--- config.mk ---
export PLATFORM = sky130hd
export DESIGN_NAME = note_dispenser_greedy_core
export DESIGN_NICKNAME = d
export VERILOG_FILES = /design/src/rtl/ndg_pkg.sv /design/src/rtl/note_dispenser_greedy_core.sv
export SDC_FILE = /design/constraint.sdc
export NUM_CORES = 2
export LEC_CHECK = 0
export BUFFER_PORTS_ARGS = -buffer_cell sky130_fd_sc_hd__buf_2
export CAP_MARGIN = 20
export CORE_MARGIN = 5
export CORE_UTILIZATION = 45
export DETAILED_ROUTE_END_ITERATION = 7
export GPL_ROUTABILITY_DRIVEN = 0
export GPL_TIMING_DRIVEN = 0
export SLEW_MARGIN = 20
export SYNTH_ARGS = -nofsm -noshare
export SYNTH_HDL_FRONTEND = slang
export SYNTH_SLANG_ARGS = --single-unit
export TNS_END_PERCENT = 10
--- constraint.sdc ---
create_clock -name clk -period 9.6 [get_ports clk]
set_input_delay 1.92 -clock clk [delete_from_list [all_inputs] [get_ports clk]]
set_output_delay 1.92 -clock clk [all_outputs]
set_load 0.01 [all_outputs]
--- src/rtl/ndg_pkg.sv ---
// Shared types, widths and note constants for the greedy note dispenser.
// Used by note_dispenser_greedy_core; depends on nothing else.
`default_nettype none

package ndg_pkg;

    localparam int COUNT_WIDTH  = 16;
    localparam int AMOUNT_WIDTH = 24;
    localparam int NUM_NOTES    = 5;
    localparam int IDX_W        = $clog2(NUM_NOTES);
    localparam int NOTE_W       = 7;

    // stream widths, padded to whole bytes
    localparam int S_RAW_W  = AMOUNT_WIDTH + NUM_NOTES * COUNT_WIDTH;
    localparam int S_DATA_W = ((S_RAW_W + 7) / 8) * 8;
    localparam int M_RAW_W  = 2 * NUM_NOTES * COUNT_WIDTH;
    localparam int M_DATA_W = ((M_RAW_W + 7) / 8) * 8;

    localparam logic [NOTE_W-1:0] NOTE_HUNDRED = NOTE_W'(100);
    localparam logic [NOTE_W-1:0] NOTE_FIFTY   = NOTE_W'(50);
    localparam logic [NOTE_W-1:0] NOTE_TEN     = NOTE_W'(10);
    localparam logic [NOTE_W-1:0] NOTE_FIVE    = NOTE_W'(5);
    localparam logic [NOTE_W-1:0] NOTE_ONE     = NOTE_W'(1);

    // floor(2^AMOUNT_WIDTH / value); the quotient estimate is exact or one short
    localparam int RECIP_W = AMOUNT_WIDTH + 1;
    localparam logic [RECIP_W-1:0] RECIP_HUNDRED = RECIP_W'((65'd1 << AMOUNT_WIDTH) / 100);
    localparam logic [RECIP_W-1:0] RECIP_FIFTY   = RECIP_W'((65'd1 << AMOUNT_WIDTH) / 50);
    localparam logic [RECIP_W-1:0] RECIP_TEN     = RECIP_W'((65'd1 << AMOUNT_WIDTH) / 10);
    localparam logic [RECIP_W-1:0] RECIP_FIVE    = RECIP_W'((65'd1 << AMOUNT_WIDTH) / 5);
    localparam logic [RECIP_W-1:0] RECIP_ONE     = RECIP_W'(65'd1 << AMOUNT_WIDTH);

    localparam logic REQ_WITHDRAW = 1'b0;
    localparam logic REQ_DEPOSIT  = 1'b1;

    typedef enum logic [2:0] {
        ST_IDLE,
        ST_MUL,
        ST_EST,
        ST_COR,
        ST_TAKE,
        ST_FIN
    } ndg_state_t;

    function automatic logic [NOTE_W-1:0] note_value(input logic [IDX_W-1:0] idx);
        logic [NOTE_W-1:0] v;
        case (idx)
            IDX_W'(0): v = NOTE_HUNDRED;
            IDX_W'(1): v = NOTE_FIFTY;
            IDX_W'(2): v = NOTE_TEN;
            IDX_W'(3): v = NOTE_FIVE;
            default:   v = NOTE_ONE;
        endcase
        return v;
    endfunction

    function automatic logic [RECIP_W-1:0] note_recip(input logic [IDX_W-1:0] idx);
        logic [RECIP_W-1:0] r;
        case (idx)
            IDX_W'(0): r = RECIP_HUNDRED;
            IDX_W'(1): r = RECIP_FIFTY;
            IDX_W'(2): r = RECIP_TEN;
            IDX_W'(3): r = RECIP_FIVE;
            default:   r = RECIP_ONE;
        endcase
        return r;
    endfunction

endpackage

`default_nettype wire

--- src/rtl/note_dispenser_greedy_core.sv ---
// Greedy note dispenser with limited stock: stream in, stream out.
// Depends on ndg_pkg (widths, note constants, state type).
//
// A deposit request adds five note counts (saturating) and goes straight to the final
// step. A withdrawal walks the note values largest first on one shared reciprocal
// multiplier (quotient estimate, back-multiply, one-step correction, clamp to stock).
// The final step registers the result of either kind, and a new request is taken only
// once the core is back in idle, so the input side stays low while a request is in
// work. A finished result sits in the output register; if it has not been taken, the
// next result waits in its final step. A failed withdrawal returns zero paid counts
// and leaves stock as is.
`default_nettype none

module note_dispenser_greedy_core
    import ndg_pkg::*;
(
    input  wire logic                 clk,
    input  wire logic                 rst_n,
    input  wire logic                 s_axis_tvalid,
    output logic                      s_axis_tready,
    // amount, add_hundreds, add_fifties, add_tens, add_fives, add_ones
    input  wire logic [S_DATA_W-1:0]  s_axis_tdata,
    // req_type
    input  wire logic                 s_axis_tuser,
    output logic                      m_axis_tvalid,
    input  wire logic                 m_axis_tready,
    // out_hundreds .. out_ones, left_hundreds .. left_ones
    output logic [M_DATA_W-1:0]       m_axis_tdata,
    // success
    output logic                      m_axis_tuser
);

    localparam int PROD_W   = AMOUNT_WIDTH + RECIP_W;
    localparam int QV_W     = AMOUNT_WIDTH + NOTE_W;
    localparam int SV_W     = COUNT_WIDTH + NOTE_W;
    localparam int WIDE_W   = (AMOUNT_WIDTH > SV_W) ? AMOUNT_WIDTH : SV_W;
    localparam int CMP_W    = (AMOUNT_WIDTH > COUNT_WIDTH) ? AMOUNT_WIDTH : COUNT_WIDTH;
    localparam logic [IDX_W-1:0] LAST_IDX = IDX_W'(NUM_NOTES - 1);
    localparam logic [COUNT_WIDTH-1:0] COUNT_MAX = '1;

    ndg_state_t state_reg, state_next;

    logic [IDX_W-1:0]        idx_reg, idx_next;
    logic                    m_valid_reg, m_valid_next;
    logic [COUNT_WIDTH-1:0]  stock_reg [NUM_NOTES];
    logic [COUNT_WIDTH-1:0]  stock_next [NUM_NOTES];

    logic                    req_reg, req_next;
    logic [AMOUNT_WIDTH-1:0] rest_reg, rest_next;
    logic [AMOUNT_WIDTH-1:0] rem_reg, rem_next;
    logic [AMOUNT_WIDTH-1:0] q_reg, q_next;
    logic [AMOUNT_WIDTH-1:0] qv_reg, qv_next;
    logic [SV_W-1:0]         sv_reg, sv_next;
    logic [PROD_W-1:0]       prod_reg, prod_next;
    logic [COUNT_WIDTH-1:0]  add_reg [NUM_NOTES];
    logic [COUNT_WIDTH-1:0]  add_next [NUM_NOTES];
    logic [COUNT_WIDTH-1:0]  taken_reg [NUM_NOTES];
    logic [COUNT_WIDTH-1:0]  taken_next [NUM_NOTES];
    logic                    success_reg, success_next;
    logic [M_RAW_W-1:0]      res_reg, res_next;

    logic                    accept;
    logic                    fin_fire;
    logic [NOTE_W-1:0]       nv;
    logic [COUNT_WIDTH-1:0]  stock_cur;
    logic [AMOUNT_WIDTH-1:0] q_est;
    logic [QV_W-1:0]         qv_full;
    logic [AMOUNT_WIDTH-1:0] rem;
    logic [COUNT_WIDTH:0]    dep_sum;
    logic [COUNT_WIDTH-1:0]  new_stock;
    logic                    served;

    // ---------------- next state ----------------
    always_comb
    begin
        state_next = state_reg;
        case (state_reg)
            ST_IDLE:
            begin
                if (s_axis_tvalid)
                begin
                    state_next = (s_axis_tuser == REQ_DEPOSIT) ? ST_FIN : ST_MUL;
                end
            end
            ST_MUL:  state_next = ST_EST;
            ST_EST:  state_next = ST_COR;
            ST_COR:  state_next = ST_TAKE;
            ST_TAKE: state_next = (idx_reg == LAST_IDX) ? ST_FIN : ST_MUL;
            ST_FIN:
            begin
                if (fin_fire)
                begin
                    state_next = ST_IDLE;
                end
            end
            default: state_next = ST_IDLE;
        endcase
    end

    // ---------------- control outputs ----------------
    always_comb
    begin
        s_axis_tready = (state_reg == ST_IDLE);
        accept        = s_axis_tvalid && (state_reg == ST_IDLE);
        fin_fire      = (state_reg == ST_FIN) && (!m_valid_reg || m_axis_tready);
        m_axis_tvalid = m_valid_reg;
        m_axis_tuser  = success_reg;
        m_axis_tdata  = M_DATA_W'(res_reg);
    end

    // ---------------- datapath ----------------
    always_comb
    begin
        idx_next     = idx_reg;
        m_valid_next = m_valid_reg;
        req_next     = req_reg;
        rest_next    = rest_reg;
        rem_next     = rem_reg;
        q_next       = q_reg;
        qv_next      = qv_reg;
        sv_next      = sv_reg;
        prod_next    = prod_reg;
        success_next = success_reg;
        res_next     = res_reg;
        stock_next   = stock_reg;
        add_next     = add_reg;
        taken_next   = taken_reg;

        nv        = note_value(idx_reg);
        stock_cur = stock_reg[idx_reg];
        q_est     = prod_reg[2*AMOUNT_WIDTH-1:AMOUNT_WIDTH];
        qv_full   = QV_W'(q_est) * QV_W'(nv);
        rem       = rest_reg - qv_reg;
        served    = (rest_reg == '0);
        dep_sum   = '0;
        new_stock = '0;

        if (m_valid_reg && m_axis_tready)
        begin
            m_valid_next = 1'b0;
        end

        case (state_reg)
            ST_IDLE:
            begin
                if (accept)
                begin
                    req_next  = s_axis_tuser;
                    rest_next = s_axis_tdata[AMOUNT_WIDTH-1:0];
                    idx_next  = '0;
                    for (int i = 0; i < NUM_NOTES; i++)
                    begin
                        add_next[i] = s_axis_tdata[AMOUNT_WIDTH + i*COUNT_WIDTH +: COUNT_WIDTH];
                    end
                end
            end
            ST_MUL:
            begin
                prod_next = PROD_W'(rest_reg) * PROD_W'(note_recip(idx_reg));
            end
            ST_EST:
            begin
                q_next  = q_est;
                qv_next = qv_full[AMOUNT_WIDTH-1:0];
                sv_next = SV_W'(stock_cur) * SV_W'(nv);
            end
            ST_COR:
            begin
                // estimate may be one short
                if (rem >= AMOUNT_WIDTH'(nv))
                begin
                    q_next   = q_reg + AMOUNT_WIDTH'(1);
                    rem_next = rem - AMOUNT_WIDTH'(nv);
                end
                else
                begin
                    rem_next = rem;
                end
            end
            ST_TAKE:
            begin
                if (CMP_W'(q_reg) <= CMP_W'(stock_cur))
                begin
                    taken_next[idx_reg] = COUNT_WIDTH'(q_reg);
                    rest_next           = rem_reg;
                end
                else
                begin
                    taken_next[idx_reg] = stock_cur;
                    rest_next = AMOUNT_WIDTH'(WIDE_W'(rest_reg) - WIDE_W'(sv_reg));
                end
                if (idx_reg != LAST_IDX)
                begin
                    idx_next = idx_reg + IDX_W'(1);
                end
            end
            ST_FIN:
            begin
                if (fin_fire)
                begin
                    m_valid_next = 1'b1;
                    success_next = (req_reg == REQ_DEPOSIT) || served;
                    for (int i = 0; i < NUM_NOTES; i++)
                    begin
                        if (req_reg == REQ_DEPOSIT)
                        begin
                            dep_sum   = {1'b0, stock_reg[i]} + {1'b0, add_reg[i]};
                            new_stock = dep_sum[COUNT_WIDTH] ? COUNT_MAX
                                                             : dep_sum[COUNT_WIDTH-1:0];
                            res_next[i*COUNT_WIDTH +: COUNT_WIDTH] = '0;
                        end
                        else if (served)
                        begin
                            new_stock = stock_reg[i] - taken_reg[i];
                            res_next[i*COUNT_WIDTH +: COUNT_WIDTH] = taken_reg[i];
                        end
                        else
                        begin
                            new_stock = stock_reg[i];
                            res_next[i*COUNT_WIDTH +: COUNT_WIDTH] = '0;
                        end
                        stock_next[i] = new_stock;
                        res_next[(NUM_NOTES + i)*COUNT_WIDTH +: COUNT_WIDTH] = new_stock;
                    end
                end
            end
            default:
            begin
                idx_next = '0;
            end
        endcase
    end

    // ---------------- registers ----------------
    always_ff @(posedge clk or negedge rst_n)
    begin
        if (!rst_n)
        begin
            state_reg   <= ST_IDLE;
            idx_reg     <= '0;
            m_valid_reg <= 1'b0;
            for (int i = 0; i < NUM_NOTES; i++)
            begin
                stock_reg[i] <= '0;
            end
        end
        else
        begin
            state_reg   <= state_next;
            idx_reg     <= idx_next;
            m_valid_reg <= m_valid_next;
            stock_reg   <= stock_next;
        end
    end

    always_ff @(posedge clk)
    begin
        req_reg     <= req_next;
        rest_reg    <= rest_next;
        rem_reg     <= rem_next;
        q_reg       <= q_next;
        qv_reg      <= qv_next;
        sv_reg      <= sv_next;
        prod_reg    <= prod_next;
        success_reg <= success_next;
        res_reg     <= res_next;
        add_reg     <= add_next;
        taken_reg   <= taken_next;
    end

    // ---------------- assertions ----------------
    a_idx_range: assert property (@(posedge clk) disable iff (!rst_n)
        (state_reg != ST_IDLE) |-> (idx_reg <= LAST_IDX))
        else $error("note index out of range");

    a_take_le_stock: assert property (@(posedge clk) disable iff (!rst_n)
        (state_reg == ST_TAKE) |=> (taken_reg[$past(idx_reg)] <= stock_reg[$past(idx_reg)]))
        else $error("dispensed more notes than in stock");

    a_fail_zero: assert property (@(posedge clk) disable iff (!rst_n)
        (m_valid_reg && !success_reg) |-> (res_reg[NUM_NOTES*COUNT_WIDTH-1:0] == '0))
        else $error("failed withdrawal reports dispensed notes");

    a_busy_no_ready: assert property (@(posedge clk) disable iff (!rst_n)
        (accept && (s_axis_tuser == REQ_WITHDRAW)) |=> (state_reg == ST_MUL && !s_axis_tready))
        else $error("withdrawal did not start the note walk");

endmodule

`default_nettype wire

# Yosys cells after proc, flatten, opt, wreduce, memory -nomap -nowiden
# Cells that the tools add are included.
# word_totals
regBits	576
latchBits	0
mem_bits_rw	0
rom_bits	0
output_inout_bits	163
wordCells	131
n_memories	0
# op_classes
n_addsub	15
n_mul	3
n_div	0
n_lt_le_gt_ge	4
n_eq_ne	15
shift	0
n_mux	43
bitwise	3
n_reduce_logical	20
# ops
cell	count
16-bit 2-to-1 mux	18
80-bit bitwise mux	2
25-bit one-hot mux with 4 select lines	1
24-bit 2-to-1 mux	4
24-bit one-hot mux with 2 select lines	2
16-bit by 16-bit adder with 17-bit output	5
80-bit 2-to-1 mux	1
16-bit subtractor	5
16-bit binary-select mux with 3-bit select	1
16-bit demux with 3-bit select	1
24-bit by 25-bit multiplier with 48-bit output	1
7-bit one-hot mux with 4 select lines	1
25-bit 2-to-1 mux	1
24-bit by 1-bit adder with 24-bit output (second input constant)	1
24-bit by 7-bit >= comparator with 1-bit output	1
24-bit by 16-bit <= comparator with 1-bit output	1
24-bit zero test	1
24-bit by 7-bit multiplier with 24-bit output	1
24-bit by 23-bit subtractor with 24-bit output	1
24-bit subtractor	1
24-bit by 7-bit subtractor with 24-bit output	1
16-bit by 7-bit multiplier with 23-bit output	1
3-bit 2-to-1 mux	6
3-bit one-hot mux with 6 select lines	1
other kinds (22)	44

# Longest topological paths before layout
# logic_depth
depth_word	7
ltp_mapped	39
ltp_nobuf	35

# Least setup slack after synthesis
# Ideal clock, no wire load.
# synth_path
kind	reg2reg
start	register idx_reg[0]
end	register prod_reg[47] (data pin)
setup_time_ns	0.260
t_arrival_ns	8.617
required_ns	9.340
setup_slack_ns	0.723
path_stages_with_launch	35
path_buffers	3
cell_sequence	dfrtp_1 -> buf_1 -> clkinv_1 -> ha_1 -> nor2b_1 -> clkbuf_1 -> clkbuf_1 -> nand2_1 -> inv_1 -> nor2_1 -> nand2_1 -> fa_1 -> inv_1 -> fa_1 -> inv_1 -> fa_1 -> fa_1 -> fa_1 -> fa_1 -> inv_1 -> fa_1 -> inv_1 -> ha_1 -> nand4_1 -> nor2_1 -> nand3_1 -> o2111ai_1 -> a41oi_1 -> a21oi_1 -> a31oi_1 -> nor4b_1 -> o31a_1 -> a21oi_1 -> o21bai_1 -> xnor2_1
# synth_between
elab_chain_len	4
word_cells_on_any_way	7
# synth_lines
element	line	text
start: declaration	note_dispenser_greedy_core.sv:43	logic [IDX_W-1:0] idx_reg, idx_next;
start signal: assignment	note_dispenser_greedy_core.sv:250	idx_reg <= idx_next;
3-bit by 2-bit == test with 1-bit output, or another cell as far along	ndg_pkg.sv:59	case (idx)
25-bit one-hot mux with 4 select lines (*)	ndg_pkg.sv:59	
25-bit 2-to-1 mux (*)	note_dispenser_greedy_core.sv:143	case (state_reg)
24-bit by 25-bit multiplier with 48-bit output (*)	note_dispenser_greedy_core.sv:159	prod_next = PROD_W'(rest_reg) * PROD_W'(note_recip(idx_reg));
end signal: assignment	note_dispenser_greedy_core.sv:264	prod_reg <= prod_next;
end: declaration	note_dispenser_greedy_core.sv:54	logic [PROD_W-1:0] prod_reg, prod_next;
# Every way passes the cells marked *; elsewhere a longest branch is shown, timed or not. The select of a mux whose other input is x is not followed.
# A chain may end at the register's enable or synchronous reset.

# Final worst setup path
# Same ends and word-level chain as after synthesis.

==> metrics.md <==
| Metric | Value |
|---|---|
| Total congestion overflow | `0` |
| Critical path data required time | `about 10 ns` |
| Final period utilization | `0.9742` |
| F_max | `~110 MHz` |
| Slew of the pin with the lowest slew margin | `about 1.3 ns` |
| CTS clk-pin slew, worst paths | `~0.06 ns` |
| Tightest Hold Check Type | `flop to flop` |
| Number of global-route vias before repair | `approximately 44k` |
| IO Port Bufs | `about 270` |
| Clock tree buffer depth | `3` |
| Worst R2R Setup Slack | `roughly 0.25 ns` |
| Worst r2r path cells | `31` |
| CP endpoint kind | `flop` |
| HPWL after detailed placement | `158,100 um` |
| Final hold violations | `0` |
| WHS Endpoint | `stock_reg[48]` |
| First-pass GRT wire length | `about 290,000 um` |
| Clk_lat worst skew | `~0.68 ns` |
| Clock buffers created by TritonCTS | `66` |
| Most used DFF post-synth | `edfxtp_1` |
| Avg Cell Area, Syn | `about 10 um2` |
| Residual DRC count | `0` |
| Post-synthesis sequential area ratio | `0.2921` |
| Largest net degree at the start of global routing | `49` |
| Drt wl/cell | `around 25 um` |
| Synth async-reset ratio | `0.1576` |
| Net Count, Synth | `6,843` |
| Die area | `~130,000 um2` |
| Synthesized instance count | `approximately 5.6k` |
| Pins over their slew limit | `0` |
| Core area | `~120,000 um2` |
| Period minus WS final | `9.353 ns` |
| WP depth | `31` |
| Worst path top cell family by delay | `adder cells` |
| Hold depth | `1` |
| Critical-path top delay cell | `fa_1` |
| WL final | `195,200 um` |
| Worst r2r src | `idx_reg[0]` |
| Antenna violations before repair | `9` |
| Vias per cell | `5.729` |
| Synth warn | `0` |
| GR Util All Layers | `0.2951` |
| Critical Path AT | `9.76 ns` |
| DR vias | `about 44k` |
| Max-cap viol count | `0` |
| Setup TNS Final | `0 ns` |
| CP Max Fanout | `10` |
| Nets@finish | `slightly above 7k` |
| Synthesized flop and latch total | `between 500 and 600` |
| Setup Crit Path Kind | `flop to flop` |
| ANT nets after route | `0` |
| Synth cell types | `85` |
| Final setup violation count | `0` |
| Clk Tree Root Cell | `clkbuf_16` |
| Slew headroom | `0.1468` |
| Starting Density | `0.4534` |
| Hold Crit Start | `stock_reg[48]` |
| # fillers | `11.19k` |
| Place WS | `-3.848 ns` |
| Fin area | `slightly above 60,000 um2` |
| Outcome | `finished, final reports clean` |
| Die Wd | `roughly 360 um` |
| Slowest stage delay, CP | `about 0.62 ns` |
| TritonCTS clock tree | `built` |
| H-Tree Depth | `3` |
| WP buf/inv | `8` |
| Final setup margin | `approximately 0.25 ns` |
| Mapped cell area | `about 55,000 um2` |
| Startpoint type of the worst setup path | `flop` |
| Cell row count | `128` |
| 1st-iter DRT viols | `between 4k and 5k` |
| Area post-placement | `between 50,000 and 60,000 um2` |
| Fin util | `0.5048` |
| Die Ht | `360.4 um` |
| Area grow syn2layout | `11.33%` |
| Layout cells sized above 1 | `0.1013` |
| Worst R2R End | `prod_reg[47]` |
| Max reg flops | `160` |
| Post-synth EDFFs | `~470` |
| CTS sink count | `552` |
| Io pins | `between 200 and 300` |
| DR pass1 iterations | `8` |
| Crit-path most repeated cell | `fa_1` |
| Skew final | `between 0.05 and 0.06 ns` |
==> metal layers <==
metal,up-vias,track usage,part of all wire
li1,19450,-,-
met1,21730,0.3968,0.40
met2,2259,0.4520,0.44
met3,502,0.06168,0.096
met4,10,0.1555,0.061
met5,-,0,0.00036
==> placed cells by master, fill, tap and decap left out, types with 76 or more instances in the layout <==
cell type / synthesis / final
a21oi_1: 255 / 253
and2_1: 101 / 101
buf_2: 2 / 276
clkbuf_1: 158 / 143
dfrtp_1: 87 / 85
edfxtp_1: 465 / 465
fa_1: 604 / 604
ha_1: 499 / 498
inv_1: 979 / 975
mux2_2: 76 / 76
nand2_1: 568 / 563
nor2_1: 380 / 365
nor2b_1: 79 / 76
nor3_1: 142 / 141
o21ai_0: 263 / 257
xnor2_1: 153 / 153
xor2_1: 89 / 89
==> worst max-delay path by stage <==
stage                   endpoint  slack [ns]  startpoint
global route        prod_reg[47]      -0.005  idx_reg[0]
global placement    prod_reg[47]       -4.14  idx_reg[0]
detailed placement  prod_reg[47]       -3.85  idx_reg[0]
floorplan           prod_reg[47]        0.72  idx_reg[0]
finish              prod_reg[47]        0.25  idx_reg[0]
CTS                 prod_reg[47]        0.01  idx_reg[1]
==> kinds of logic (layout without fill, tap and decap cells) <==
group | Yosys count | in the layout | share of synthesized area
buffers and inverters | 1162 | 1572 | 0.07922
AND/OR/NAND/NOR | 1550 | 1550 | 0.1293
multiplexers | 118 | 118 | 0.02626
adder cells (fa/ha/maj) | 1103 | 1103 | 0.3318
other | 0 | 5 | 0
AO/OA/AOI/OAI | 904 | 904 | 0.1030
XOR/XNOR | 242 | 242 | 0.03835
flip-flops | 552 | 552 | 0.2921
==> synth_stat cells (all sizes together), types with 8 or more instances <==
| cell | n | area, um2 |
|---|---|---|
| mux2i | 28 | 280.3 |
| nand3b | 8 | 60.06 |
| mux4 | 14 | 315.3 |
| o21ai | 268 | 1341 |
| a22o | 14 | 122.6 |
| nor2 | 380 | 1426 |
| dfrtp | 87 | 2177 |
| nand4 | 19 | 133.9 |
| o31ai | 9 | 67.56 |
| a211oi | 32 | 245.2 |
| a31o | 8 | 70.07 |
| nor4 | 11 | 68.82 |
| and2 | 102 | 640.6 |
| nor3 | 142 | 710.7 |
| mux2 | 76 | 855.8 |
| ha | 499 | 6243 |
| inv | 980 | 3679 |
| or3 | 26 | 162.7 |
| and3 | 53 | 331.6 |
| a2bb2oi | 8 | 70.07 |
| nand2b | 43 | 269.0 |
| xor2 | 89 | 779.5 |
| nand3 | 76 | 380.4 |
| a32oi | 17 | 148.9 |
| clkbuf | 163 | 618.1 |
| a41oi | 8 | 70.07 |
| o21a | 47 | 352.8 |
| or2 | 16 | 100.1 |
| a21boi | 21 | 157.7 |
| a21oi | 255 | 1276 |
| fa | 604 | 12090 |
| o21bai | 19 | 142.6 |
| a21o | 55 | 412.9 |
| a31oi | 30 | 187.7 |
| xnor2 | 153 | 1340 |
| nand2 | 568 | 2132 |
| buf | 15 | 66.31 |
| a22oi | 9 | 67.56 |
| nor2b | 79 | 494.2 |
| o211ai | 14 | 105.1 |
| o22a | 22 | 192.7 |
| edfxtp | 465 | 13960 |
==> final cells by class <==
class                      count  area, um2  area share
buffer                       173      809.5     0.01316
clock buffer                  84       1739     0.02827
timing repair buffer         294       1658     0.02695
antenna                        5      12.51   0.0002034
tap                         1625       2033     0.03305
multi-input combinational   3917      34990      0.5687
inverter                     984       3706     0.06024
sequential                   552      16140      0.2624
clock inverter                37      435.4    0.007077
==> worst register-to-register path, delay by kind of cell (launching register included) <==
| kind | cells | cell delay, ns |
|---|---|---|
| AOI/OAI and AO/OA | 7 | 1.37 |
| xor gates and xnor gates | 1 | 0.10 |
| adders and majority gates | 9 | 4.28 |
| buffers and inverters | 8 | 1.81 |
| DFF | 1 | 0.45 |
| and+or+nand+nor | 6 | 1.10 |
==> what timing repair did <==
action                                  4_1_cts  5_1_grt
gates resized for setup                      89       46
endpoints found under the setup margin       41        8
pin swaps                                     1        4
endpoints found under the hold margin         0        0
hold buffers                                  0        0
buffers inserted                              6        6
==> through the flow <==
| stage | hold WS, ns | instances |
|---|---|---|
| floorplan | 0.5127 | 5631 |
| global placement | 0.5613 | 7527 |
| detailed placement | 0.5681 | 7538 |
| CTS | 0.5830 | 7660 |
| global route | 0.6070 | 7666 |
| finish | 0.5941 | 7671 |
Power is not shown: default switching activity piles up to over one toggle a cycle in this logic, so the estimate is an artifact.
